<file path="src/hdl/icmp_rcdt_pkg.sv">
package icmp_rcdt_pkg;

    // event_res codes
    localparam logic [2:0] EV_RESPONSE  = 3'd0;
    localparam logic [2:0] EV_DUPLICATE = 3'd1;
    localparam logic [2:0] EV_NOECHO    = 3'd2;
    localparam logic [2:0] EV_SHORT     = 3'd3;
    localparam logic [2:0] EV_WRONGID   = 3'd4;
    localparam logic [2:0] EV_SENT      = 3'd5;

    // ICMP reply types
    localparam logic [7:0] REPLY_TYPE_ECHO   = 8'd0;
    localparam logic [7:0] REPLY_TYPE_TSTAMP = 8'd14;
    localparam logic [7:0] REPLY_TYPE_ADDR   = 8'd18;
    localparam int unsigned MIN_ICMP_BYTES   = 8;

    typedef struct packed {
        logic        mode;
        logic [15:0] word;
        logic        last;
        logic        odd_byte;
    } in_item_t;

    typedef struct packed {
        logic [2:0]  event_res;
        logic [15:0] seq;
        logic [7:0]  msg_type;
        logic        checksum_ok;
        logic [31:0] sent_total;
        logic [31:0] recv_total;
        logic [31:0] dup_total;
    } out_item_t;

endpackage

</file>
<file path="src/hdl/icmp_reply_checker_dup_tracker.sv">
// From input acceptance, the result reaches the m_ side through the s1 lookup
// stage (seen-table read), then the output register. Throughput: one item per
// cycle unless the output stalls or the table sweep runs; the seen table has
// one read and one write port. Reset (synchronous, active low) clears counters
// and control, then sweeps all TABLE_BITS seen-table entries to zero, one entry
// per cycle; s_ready is low during the sweep. Config writes are taken at any time.
module icmp_reply_checker_dup_tracker
    import icmp_rcdt_pkg::*;
#(
    parameter int unsigned TABLE_BITS = 128,   // power of two, 8 .. 65536
    parameter int unsigned MAX_WORDS  = 32768  // 16 .. 32768
) (
    input  logic      aclk,
    input  logic      aresetn,
    input  logic      s_valid,
    output logic      s_ready,
    input  in_item_t  s_data,
    output logic      m_valid,
    input  logic      m_ready,
    output out_item_t m_data,
    input  logic        cfg_wr_en,
    input  logic [15:0] cfg_wr_data
);

    localparam int unsigned IDX_W   = $clog2(TABLE_BITS);
    localparam int unsigned WI_W    = $clog2(MAX_WORDS + 1);
    localparam int unsigned BYTES_W = WI_W + 2;

    function automatic logic [15:0] oc_add(input logic [15:0] a, input logic [15:0] b);
        logic [16:0] t;
        t = {1'b0, a} + {1'b0, b};
        return t[15:0] + {15'd0, t[16]};
    endfunction

    // ---------------------------------------------------------------- config
    logic [15:0] ident_reg;

    always_ff @(posedge aclk) begin
        if (!aresetn) begin
            ident_reg <= '0;
        end else if (cfg_wr_en) begin
            ident_reg <= cfg_wr_data;
        end
    end

    // ---------------------------------------------------------------- table clear
    logic             clr_busy_reg;
    logic [IDX_W-1:0] clr_idx_reg;

    always_ff @(posedge aclk) begin
        if (!aresetn) begin
            clr_busy_reg <= 1'b1;
            clr_idx_reg  <= '0;
        end else if (clr_busy_reg) begin
            clr_idx_reg  <= clr_idx_reg + 1'b1;
            clr_busy_reg <= (clr_idx_reg != {IDX_W{1'b1}});
        end
    end

    // ---------------------------------------------------------------- handshake
    logic s1_valid_reg;
    logic m_valid_reg;
    logic s1_fire;
    logic s_acc;

    assign s1_fire = s1_valid_reg && (!m_valid_reg || m_ready);
    assign s_ready = !clr_busy_reg && (!s1_valid_reg || s1_fire);
    assign s_acc   = s_valid && s_ready;

    // ---------------------------------------------------------------- packet assembly
    logic [WI_W-1:0] word_index_reg, word_index_next;
    logic [5:0]      header_bytes_reg, header_bytes_next;
    logic [15:0]     running_sum_reg, running_sum_next;
    logic [15:0]     got_checksum_reg, got_checksum_next;
    logic [7:0]      got_type_reg, got_type_next;
    logic [15:0]     got_id_reg, got_id_next;
    logic [15:0]     got_seq_reg, got_seq_next;

    logic [15:0]      w_eff;
    logic             in_range;
    logic             first;
    logic [4:0]       hw;
    logic             at_icmp;
    logic [WI_W-1:0]  k;
    logic [BYTES_W-1:0] pkt_bytes;
    logic             too_short;
    logic             reply_type;
    logic             cks_ok;

    always_comb begin
        w_eff = s_data.word;
        if (s_data.last && s_data.odd_byte) begin
            w_eff = {s_data.word[15:8], 8'h00};
        end
        in_range = (word_index_reg < WI_W'(MAX_WORDS));
        first    = (word_index_reg == '0);

        header_bytes_next = header_bytes_reg;
        running_sum_next  = running_sum_reg;
        got_checksum_next = got_checksum_reg;
        got_type_next     = got_type_reg;
        got_id_next       = got_id_reg;
        got_seq_next      = got_seq_reg;
        if (in_range && first) begin
            header_bytes_next = {w_eff[11:8], 2'b00};
            running_sum_next  = '0;
            got_checksum_next = '0;
            got_type_next     = '0;
            got_id_next       = '0;
            got_seq_next      = '0;
        end

        hw      = header_bytes_next[5:1];
        at_icmp = (word_index_reg >= WI_W'(hw));
        k       = word_index_reg - WI_W'(hw);
        if (in_range && at_icmp) begin
            if (k == WI_W'(1)) begin
                got_checksum_next = w_eff;
            end else begin
                running_sum_next = oc_add(running_sum_next, w_eff);
                if (k == WI_W'(0)) begin
                    got_type_next = w_eff[15:8];
                end else if (k == WI_W'(2)) begin
                    got_id_next = w_eff;
                end else if (k == WI_W'(3)) begin
                    got_seq_next = w_eff;
                end
            end
        end

        if (s_data.last) begin
            word_index_next = '0;
        end else if (in_range) begin
            word_index_next = word_index_reg + 1'b1;
        end else begin
            word_index_next = word_index_reg;
        end

        if (in_range) begin
            pkt_bytes = {1'b0, word_index_reg, 1'b0}
                      + (s_data.odd_byte ? BYTES_W'(1) : BYTES_W'(2));
        end else begin
            pkt_bytes = BYTES_W'(MAX_WORDS * 2);
        end
        too_short  = (pkt_bytes < (BYTES_W'(header_bytes_next) + BYTES_W'(MIN_ICMP_BYTES)));
        reply_type = (got_type_next == REPLY_TYPE_ECHO)
                  || (got_type_next == REPLY_TYPE_TSTAMP)
                  || (got_type_next == REPLY_TYPE_ADDR);
        cks_ok     = (~running_sum_next == got_checksum_next);
    end

    always_ff @(posedge aclk) begin
        if (!aresetn) begin
            word_index_reg <= '0;
        end else if (s_acc && s_data.mode) begin
            word_index_reg <= word_index_next;
        end
    end

    always_ff @(posedge aclk) begin
        if (s_acc && s_data.mode) begin
            header_bytes_reg <= header_bytes_next;
            running_sum_reg  <= running_sum_next;
            got_checksum_reg <= got_checksum_next;
            got_type_reg     <= got_type_next;
            got_id_reg       <= got_id_next;
            got_seq_reg      <= got_seq_next;
        end
    end

    // ---------------------------------------------------------------- seen table
    logic             seen_mem [TABLE_BITS];
    logic             mem_rd_reg;
    logic [IDX_W-1:0] rd_addr;
    logic             wr_en;
    logic [IDX_W-1:0] wr_addr;
    logic             wr_data;

    assign rd_addr = got_seq_next[IDX_W-1:0];

    always_ff @(posedge aclk) begin
        if (wr_en) begin
            seen_mem[wr_addr] <= wr_data;
        end
        if (s_acc) begin
            mem_rd_reg <= seen_mem[rd_addr];
        end
    end

    // ---------------------------------------------------------------- lookup stage
    logic             s1_tx_reg;
    logic             s1_lookup_reg;
    logic [2:0]       s1_ev_reg;
    logic [15:0]      s1_seq_reg;
    logic [7:0]       s1_type_reg;
    logic             s1_ok_reg;
    logic [IDX_W-1:0] s1_slot_reg;
    logic             s1_fwd_hit_reg;
    logic             s1_fwd_data_reg;

    logic [2:0] s0_ev;
    logic       s0_lookup;

    always_comb begin
        s0_lookup = 1'b0;
        if (too_short) begin
            s0_ev = EV_SHORT;
        end else if (!reply_type) begin
            s0_ev = EV_NOECHO;
        end else if (got_id_next != ident_reg) begin
            s0_ev = EV_WRONGID;
        end else begin
            s0_ev     = EV_RESPONSE;
            s0_lookup = 1'b1;
        end
    end

    always_ff @(posedge aclk) begin
        if (!aresetn) begin
            s1_valid_reg <= 1'b0;
        end else if (s_acc) begin
            s1_valid_reg <= !s_data.mode || s_data.last;
        end else if (s1_fire) begin
            s1_valid_reg <= 1'b0;
        end
    end

    always_ff @(posedge aclk) begin
        if (s_acc) begin
            s1_tx_reg      <= !s_data.mode;
            s1_lookup_reg  <= s_data.mode && s0_lookup;
            s1_ev_reg      <= s_data.mode ? s0_ev : EV_SENT;
            s1_seq_reg     <= got_seq_next;
            s1_type_reg    <= s_data.mode ? got_type_next : 8'd0;
            s1_ok_reg      <= s_data.mode && !too_short && cks_ok;
            s1_slot_reg    <= rd_addr;
            // the item leaving this cycle may write the entry just read
            s1_fwd_hit_reg  <= wr_en && (wr_addr == rd_addr);
            s1_fwd_data_reg <= wr_data;
        end
    end

    logic        seen;
    logic [31:0] sent_count_reg, recv_count_reg, dup_count_reg;
    logic [31:0] sent_count_next, recv_count_next, dup_count_next;
    out_item_t   res;

    assign seen = s1_fwd_hit_reg ? s1_fwd_data_reg : mem_rd_reg;

    always_comb begin
        sent_count_next = sent_count_reg;
        recv_count_next = recv_count_reg;
        dup_count_next  = dup_count_reg;
        res.event_res   = s1_ev_reg;
        res.seq         = s1_seq_reg;
        res.msg_type    = s1_type_reg;
        res.checksum_ok = s1_ok_reg;
        if (s1_tx_reg) begin
            res.seq         = sent_count_reg[15:0];
            sent_count_next = sent_count_reg + 32'd1;
        end else if (s1_lookup_reg) begin
            if (seen) begin
                res.event_res  = EV_DUPLICATE;
                dup_count_next = dup_count_reg + 32'd1;
            end else begin
                res.event_res   = EV_RESPONSE;
                recv_count_next = recv_count_reg + 32'd1;
            end
        end
        res.sent_total = sent_count_next;
        res.recv_total = recv_count_next;
        res.dup_total  = dup_count_next;

        wr_en   = 1'b0;
        wr_addr = s1_slot_reg;
        wr_data = 1'b0;
        if (clr_busy_reg) begin
            wr_en   = 1'b1;
            wr_addr = clr_idx_reg;
        end else if (s1_fire && s1_tx_reg) begin
            wr_en   = 1'b1;
            wr_addr = sent_count_reg[IDX_W-1:0];
        end else if (s1_fire && s1_lookup_reg && !seen) begin
            wr_en   = 1'b1;
            wr_data = 1'b1;
        end
    end

    always_ff @(posedge aclk) begin
        if (!aresetn) begin
            sent_count_reg <= '0;
            recv_count_reg <= '0;
            dup_count_reg  <= '0;
        end else if (s1_fire) begin
            sent_count_reg <= sent_count_next;
            recv_count_reg <= recv_count_next;
            dup_count_reg  <= dup_count_next;
        end
    end

    // ---------------------------------------------------------------- output register
    out_item_t m_data_reg;

    always_ff @(posedge aclk) begin
        if (!aresetn) begin
            m_valid_reg <= 1'b0;
        end else if (s1_fire) begin
            m_valid_reg <= 1'b1;
        end else if (m_ready) begin
            m_valid_reg <= 1'b0;
        end
    end

    always_ff @(posedge aclk) begin
        if (s1_fire) begin
            m_data_reg <= res;
        end
    end

    assign m_valid = m_valid_reg;
    assign m_data  = m_data_reg;

endmodule

</file>
<file path="config.mk">
export PLATFORM = sky130hd
export DESIGN_NAME = icmp_reply_checker_dup_tracker
export DESIGN_NICKNAME = d
export VERILOG_FILES = /design/src/hdl/icmp_rcdt_pkg.sv /design/src/hdl/icmp_reply_checker_dup_tracker.sv
export SDC_FILE = /design/constraint.sdc
export NUM_CORES = 1
export LEC_CHECK = 0
export ABC_CLOCK_PERIOD_IN_PS = 6200
export BUFFER_PORTS_ARGS = -buffer_cell sky130_fd_sc_hd__buf_2
export CAP_MARGIN = 20
export CORE_MARGIN = 4
export CORE_UTILIZATION = 55
export DETAILED_ROUTE_END_ITERATION = 7
export PLACE_DENSITY_LB_ADDON = 0.12
export SETUP_SLACK_MARGIN = 0.2
export SLEW_MARGIN = 10
export SYNTH_ARGS = -nofsm -noshare
export SYNTH_HDL_FRONTEND = slang
export SYNTH_SLANG_ARGS = --single-unit
</file>
<file path="constraint.sdc">
create_clock -name aclk -period 6.2 [get_ports aclk]
set_input_delay 0.93 -clock aclk [delete_from_list [all_inputs] [get_ports aclk]]
set_output_delay 0.93 -clock aclk [all_outputs]
set_load 0.1 [all_outputs]
</file>
# ---- Yosys cells after proc, flatten, opt, wreduce, memory -nomap -nowiden
# Memory sizes are Yosys's and may differ from the RTL's. A register that Yosys moved wholly into a read port is not among the register bits.
# Index checks and enable logic that the tools add are counted.
dict set report word_totals {
  register_bits 379
  ram_bits 128
  in_bits 40
  output_inout_bits 126
  wordCells 149
  mem_count 1
}
# name words width read_ports rd_clocked_by_memory_dff write_ports line
set mem_list {}
lappend mem_list {seen_mem 128 1 1 1 1 icmp_reply_checker_dup_tracker.sv:172} ;# logic seen_mem [TABLE_BITS];
dict set report op_classes {
  n_addsub 10
  order_cmp 3
  eq_ne 9
  mux 59
  n_bitwise 2
  reduce_logical 33
}
# cell n
set op_table {}
lappend op_table {{2-to-1 mux 16 bit} 20}
lappend op_table {{2-to-1 mux 32 bit} 7}
lappend op_table {{adder 32 x 1 -> 32 bit, second input constant} 3}
lappend op_table {{2-to-1 mux 8 bit} 5}
lappend op_table {{equality test 16 x 2 -> 1 bit, second input constant} 2}
lappend op_table {{logical NOT 16 bit} 2}
lappend op_table {{adder 17 x 2 -> 18 bit} 1}
lappend op_table {{< comparator 18 x 7 -> 1 bit} 1}
lappend op_table {{2-to-1 mux 18 bit} 1}
lappend op_table {{adder 16 x 16 -> 17 bit} 1}
lappend op_table {{2-to-1 mux 1 bit} 17}
lappend op_table {{adder 16 x 1 -> 16 bit} 1}
lappend op_table {{adder 16 x 1 -> 16 bit, second input constant} 1}
lappend op_table {{equality test 16 x 1 -> 1 bit, second input constant} 1}
lappend op_table {{equality test 16 bit} 1}
lappend op_table {{>= comparator 16 x 5 -> 1 bit} 1}
lappend op_table {{< comparator 16 bit, second input constant} 1}
lappend op_table {{!= test 16 bit} 1}
lappend op_table {{NOT 16 bit} 1}
lappend op_table {{subtractor 16 x 5 -> 16 bit} 1}
lappend op_table {{2-to-1 mux 3 bit} 5}
lappend op_table {{logical AND 1 bit} 14}
lappend op_table {{2-to-1 mux 7 bit} 2}
lappend op_table {{equality test 8 x 4 -> 1 bit, second input constant} 1}
lappend op_table {{other kinds (14)} 25}

# ---- Longest topological paths before layout
dict set report logic_depth {
  word_depth 14
  ltp_mapped 34
}

# ---- Least setup slack after synthesis
# No wires, ideal clock.
dict set report synth_path {
  path_type {register to register}
  startpoint {register word_index_reg[1]}
  endpoint {register s1_ok_reg (data pin)}
  arrival_ps 5925
  required_ps 6030
  slack_ps 105
  stages_incl_launch_ff 34
  path_buffers 4
  synth_period_minus_slack_ps 6095
  path_cell_list {dfxtp_1 > inv_1 > ha_1 > nor4b_1 > nand4_1 > clkbuf_1 > clkbuf_1 > clkbuf_1 > nand2_1 > fa_1 > nor2b_1 > o21ai_0 > a21boi_0 > o21ai_0 > a21oi_1 > nand3_1 > a31oi_1 > a21o_1 > a21oi_1 > nor2b_1 > o21ai_0 > nand2b_1 > ha_1 > and3_1 > and3_1 > and3_1 > clkbuf_1 > nand2_1 > xor2_1 > o21ai_1 > xor2_1 > nand3_1 > or4b_1 > nor4_2}
}
dict set report synth_between {
  elab_chain_cells 10
}
# element line
set synth_lines {}
lappend synth_lines {{start: declaration} icmp_reply_checker_dup_tracker.sv:71} ;# logic [WI_W-1:0] word_index_reg, word_index_next;
lappend synth_lines {{start signal: assignment} icmp_reply_checker_dup_tracker.sv:156} ;# word_index_reg <= word_index_next;
lappend synth_lines {{< comparator 16 bit / logical NOT 16 bit (equally long branches)} {icmp_reply_checker_dup_tracker.sv:95, icmp_reply_checker_dup_tracker.sv:96}}
lappend synth_lines {{logical AND 1 bit} icmp_reply_checker_dup_tracker.sv:104} ;# if (in_range && first) begin
lappend synth_lines {{2-to-1 mux 16 bit / 2-to-1 mux 6 bit (equally long branches)} icmp_reply_checker_dup_tracker.sv:104}
lappend synth_lines {{adder 16 x 16 -> 17 bit / subtractor 16 x 5 -> 16 bit (equally long branches)} {icmp_reply_checker_dup_tracker.sv:31, icmp_reply_checker_dup_tracker.sv:115}}
lappend synth_lines {{adder 16 x 1 -> 16 bit / equality test 16 x 1 -> 1 bit (equally long branches)} {icmp_reply_checker_dup_tracker.sv:32, icmp_reply_checker_dup_tracker.sv:117}}
lappend synth_lines {{2-to-1 mux 16 bit} icmp_reply_checker_dup_tracker.sv:117} ;# if (k == WI_W'(1)) begin
lappend synth_lines {{2-to-1 mux 16 bit (*)} icmp_reply_checker_dup_tracker.sv:116} ;# if (in_range && at_icmp) begin
lappend synth_lines {{named net running_sum_next[9]} icmp_reply_checker_dup_tracker.sv:73} ;# logic [15:0] running_sum_reg, running_sum_next;
lappend synth_lines {{NOT 16 bit (*)} icmp_reply_checker_dup_tracker.sv:149} ;# cks_ok = (~running_sum_next == got_checksum_next);
lappend synth_lines {{equality test 16 bit (*)} icmp_reply_checker_dup_tracker.sv:149}
lappend synth_lines {{logical AND 1 bit (*)} icmp_reply_checker_dup_tracker.sv:235} ;# s1_ok_reg <= s_data.mode && !too_short && cks_ok;
lappend synth_lines {{end signal: assignment} icmp_reply_checker_dup_tracker.sv:235}
lappend synth_lines {{end: declaration} icmp_reply_checker_dup_tracker.sv:196} ;# logic s1_ok_reg;
# Mark *: on every way through the listed nets, which the timed path passes. The rest lies on a longest branch.
# A chain may end at the register's enable or synchronous reset.

# ---- Worst setup path in the final report
dict set report layout_path {
  startpoint {register word_index_reg[0]}
  endpoint {register s1_ok_reg (data pin)}
}
# Same word-level chain as after synthesis.

==> flow_summary.ini <==
[run_status]
status = finished clean

[synthesis]
yosysTopAreaCell = edfxtp_1
yosys.area_share.simple = 0.204
ys_ff_latch = 501
synth_nets = 2361
async_reset_ff_frac = 0
synth_area_leaders = edfxtp_1 45%, dfxtp_1 11%, xnor2_1 6.3%
avgSynthCellArea_um2 = 10.6
yosysTopAreaCellShare = 0.451
synth_cell_types = 68
synth_warnings = 0
synth_top_family_by_area = simple AND/OR/NAND/NOR gates
synth-compound-area-share = 0.0561
netlist_area_mm2 = 0.0242
synthMuxAreaShare = 0.0338
ys_seq_area_frac = 0.565
synthAdderAreaFrac = 0.0199
synthCells = 2284
synthXorXnorAreaFrac = 0.0949
synth-edff-count = 363
synth-main-ff-cell = edfxtp_1

[sta]
fin_ws_ns = 0.520
period_needed_ns = 5.68
setup_viol = 0
min_period_over_period = 0.916
slew_headroom = 0.335
worst_slew_pin_slew_ns = 0.995
max_freq_ghz = 0.176
slew_viol_final = 0
hold_viol = 0
rsz0062_at_grt = yes
skew_ns = 0.0138
hold_slack_ns = 0.430

[setup_path]
critPathArrivalTime_ns = 6.11
r2r_start = word_index_reg[0]
reg2reg_depth = 31
worstSetupEndpointType = register
cp-start-kind = register
cp_max_fo = 9
endpoint = s1_ok_reg
r2r-end = s1_ok_reg
worstSetupPathType = register to register
crit_start = word_index_reg[0]
crit_top_cell = o21ai_1
cp_slowest_cell = or4b_1
reg2reg_slack_ns = 0.52
crit_required_ns = 6.63
cpPeakStageDelay_ns = 0.49

[final_layout]
stdcell_area_mm2 = 0.0278
final_util = 0.642
multi_input_area_mm2 = 0.00996
insertedDiodeCount = 0
seqCellArea_mm2 = 0.0137
area_growth_pct = 14.9
fillers = 3487
largest_reg_flops = 128
drive_above_1_share = 0.150
layout_common_cells = 363 x nand2_1, 363 x edfxtp_1, 207 x nor2_1
layout.nets = 2551

[die]
die_y_um = 218
coreArea_mm2 = 0.0433
io_pins = 166
initial_utilization = 0.559
die_x_um = 218
rows = 76
die_area_mm2 = 0.0474

[clock_network]
clk_latency_ns = 0.60
cts_tree = yes
cts_sinks = 501
root_buffer = clkbuf_16
hold_buffers = 0
clockBufferDepth = 3
path_clk_slew_ns = 0.06
cts.htree.levels = 2
cts_inserted_buffers = 52

[drt]
post_drt_wl_per_cell_um = 18.1
ant_nets = 0
drt_pre_antenna_iters = 5
wl_um = 56100
vias = 17040
drc = 0
drt-initial-drc-count = 1348
via_per_inst = 5.49

[global_routing]
grt_pass1_wl_um = 87900
antenna_found_initial = 0
grt_use_total = 0.234
grt_pass1_vias = 15989
overflow = 0
grt_max_degree = 180

[placed_design]
pre_cts_ws_ns = -0.0467
gp_congestion = 0.878
postPlaceCellArea_mm2 = 0.0260
dp_hpwl_um = 38200
io_buffers = 165

[flow_run]
cap_violations = 0

[power]
ir_drop_uv = 199
p_leak_nw = 10.1
power_w = 0.00686
p_per_area_mw_per_mm2 = 247

[min_path]
hold_class = register to register
[worst min path at each step]
| stage | startpoint | to | slack [ns] | depth (start not counted) |
|---|---|---|---|---|
| floorplan | s1_type_reg[3] | m_data[100] | 0.40 | 0 |
| global placement | s1_type_reg[3] | m_data[100] | 0.41 | 0 |
| detailed placement | s1_ok_reg | m_data[96] | 0.41 | 0 |
| CTS | s1_ok_reg | m_data[96] | 0.43 | 0 |
| global route | s1_ok_reg | m_data[96] | 0.45 | 0 |
| finish | s1_ok_reg | m_data[96] | 0.43 | 0 |
[metal layers]
| layer | wire length, um | GRT usage | part of all wire | vias to the layer above |
|---|---|---|---|---|
| li1 | - | - | - | 8325 |
| met1 | 25000 | 0.329 | 0.45 | 8088 |
| met2 | 26100 | 0.376 | 0.47 | 540 |
| met3 | 3580 | 0.0364 | 0.064 | 87 |
| met4 | 1390 | 0.0725 | 0.025 | 0 |
| met5 | 0 | 0 | 0 | - |
[through the flow]
stage	cells	setup TNS (ns)
after floorplan	2284	0
after global placement	2998	0
after detailed placement	2999	-0.0467
after CTS	3096	0
after global routing	3102	0
final	3102	0
[worst max-delay path: cells and delay by family (launching register included)]
| family | cells | cell delay, ns |
|---|---|---|
| simple gates | 14 | 2.44 |
| xor+xnor | 2 | 0.23 |
| flops | 1 | 0.32 |
| fa+ha+maj | 3 | 0.69 |
| buf+inv | 3 | 0.39 |
| compound gates | 9 | 1.44 |
[synth_stat cells, drive strengths merged, types with 4 or more instances]
| library cell | n |
|---|---|
| or3 | 33 |
| xor2 | 88 |
| xnor2 | 174 |
| clkbuf | 78 |
| o31ai | 5 |
| nand4 | 50 |
| a21oi | 35 |
| a31oi | 8 |
| nor4 | 12 |
| edfxtp | 363 |
| and3 | 41 |
| or4 | 4 |
| nand2b | 13 |
| a32oi | 12 |
| and2 | 120 |
| a21boi | 21 |
| mux2i | 50 |
| nand2 | 363 |
| dfxtp | 138 |
| ha | 36 |
| nor2 | 209 |
| inv | 51 |
| mux2 | 26 |
| or2 | 4 |
| o21ai | 107 |
| buf | 28 |
| nor2b | 36 |
| o21a | 4 |
| and4 | 6 |
| a21o | 5 |
| nand3 | 107 |
| o211ai | 4 |
| nor3 | 24 |
[repair_timing]
action | in CTS | in global routing
pin swaps | 1 | 3
gates resized for setup | 4 | 16
setup endpoints to repair | 1 | 5
buffers inserted | 0 | 5
[kinds of logic (layout without fill, tap and decap cells)]
family	count (synthesis)	in the layout
AO/OA/AOI/OAI	218	218
XOR/XNOR	262	262
adder cells (fa/ha/maj)	38	38
buffers and inverters	157	390
flip-flops	501	501
multiplexers	76	76
AND/OR/NAND/NOR	1032	1032
[area by class of cell]
class                           count  share of cell area
Clock buffer                       78              0.0545
Clock inverter                     19             0.00662
Inverter                           51             0.00707
Multi-Input combinational cell   1626               0.358
Sequential cell                   501               0.492
Tap cell                          585              0.0263
Timing Repair Buffer              242              0.0555
[power by group]
group          switching [W]  total, W  internal [W]
registers         0.00000731   0.00357       0.00356
logic               0.000126  0.000195     0.0000688
clock network        0.00129   0.00310       0.00182
total                0.00142   0.00686       0.00544
No activity file was read; power rests on OpenSTA's default activity.
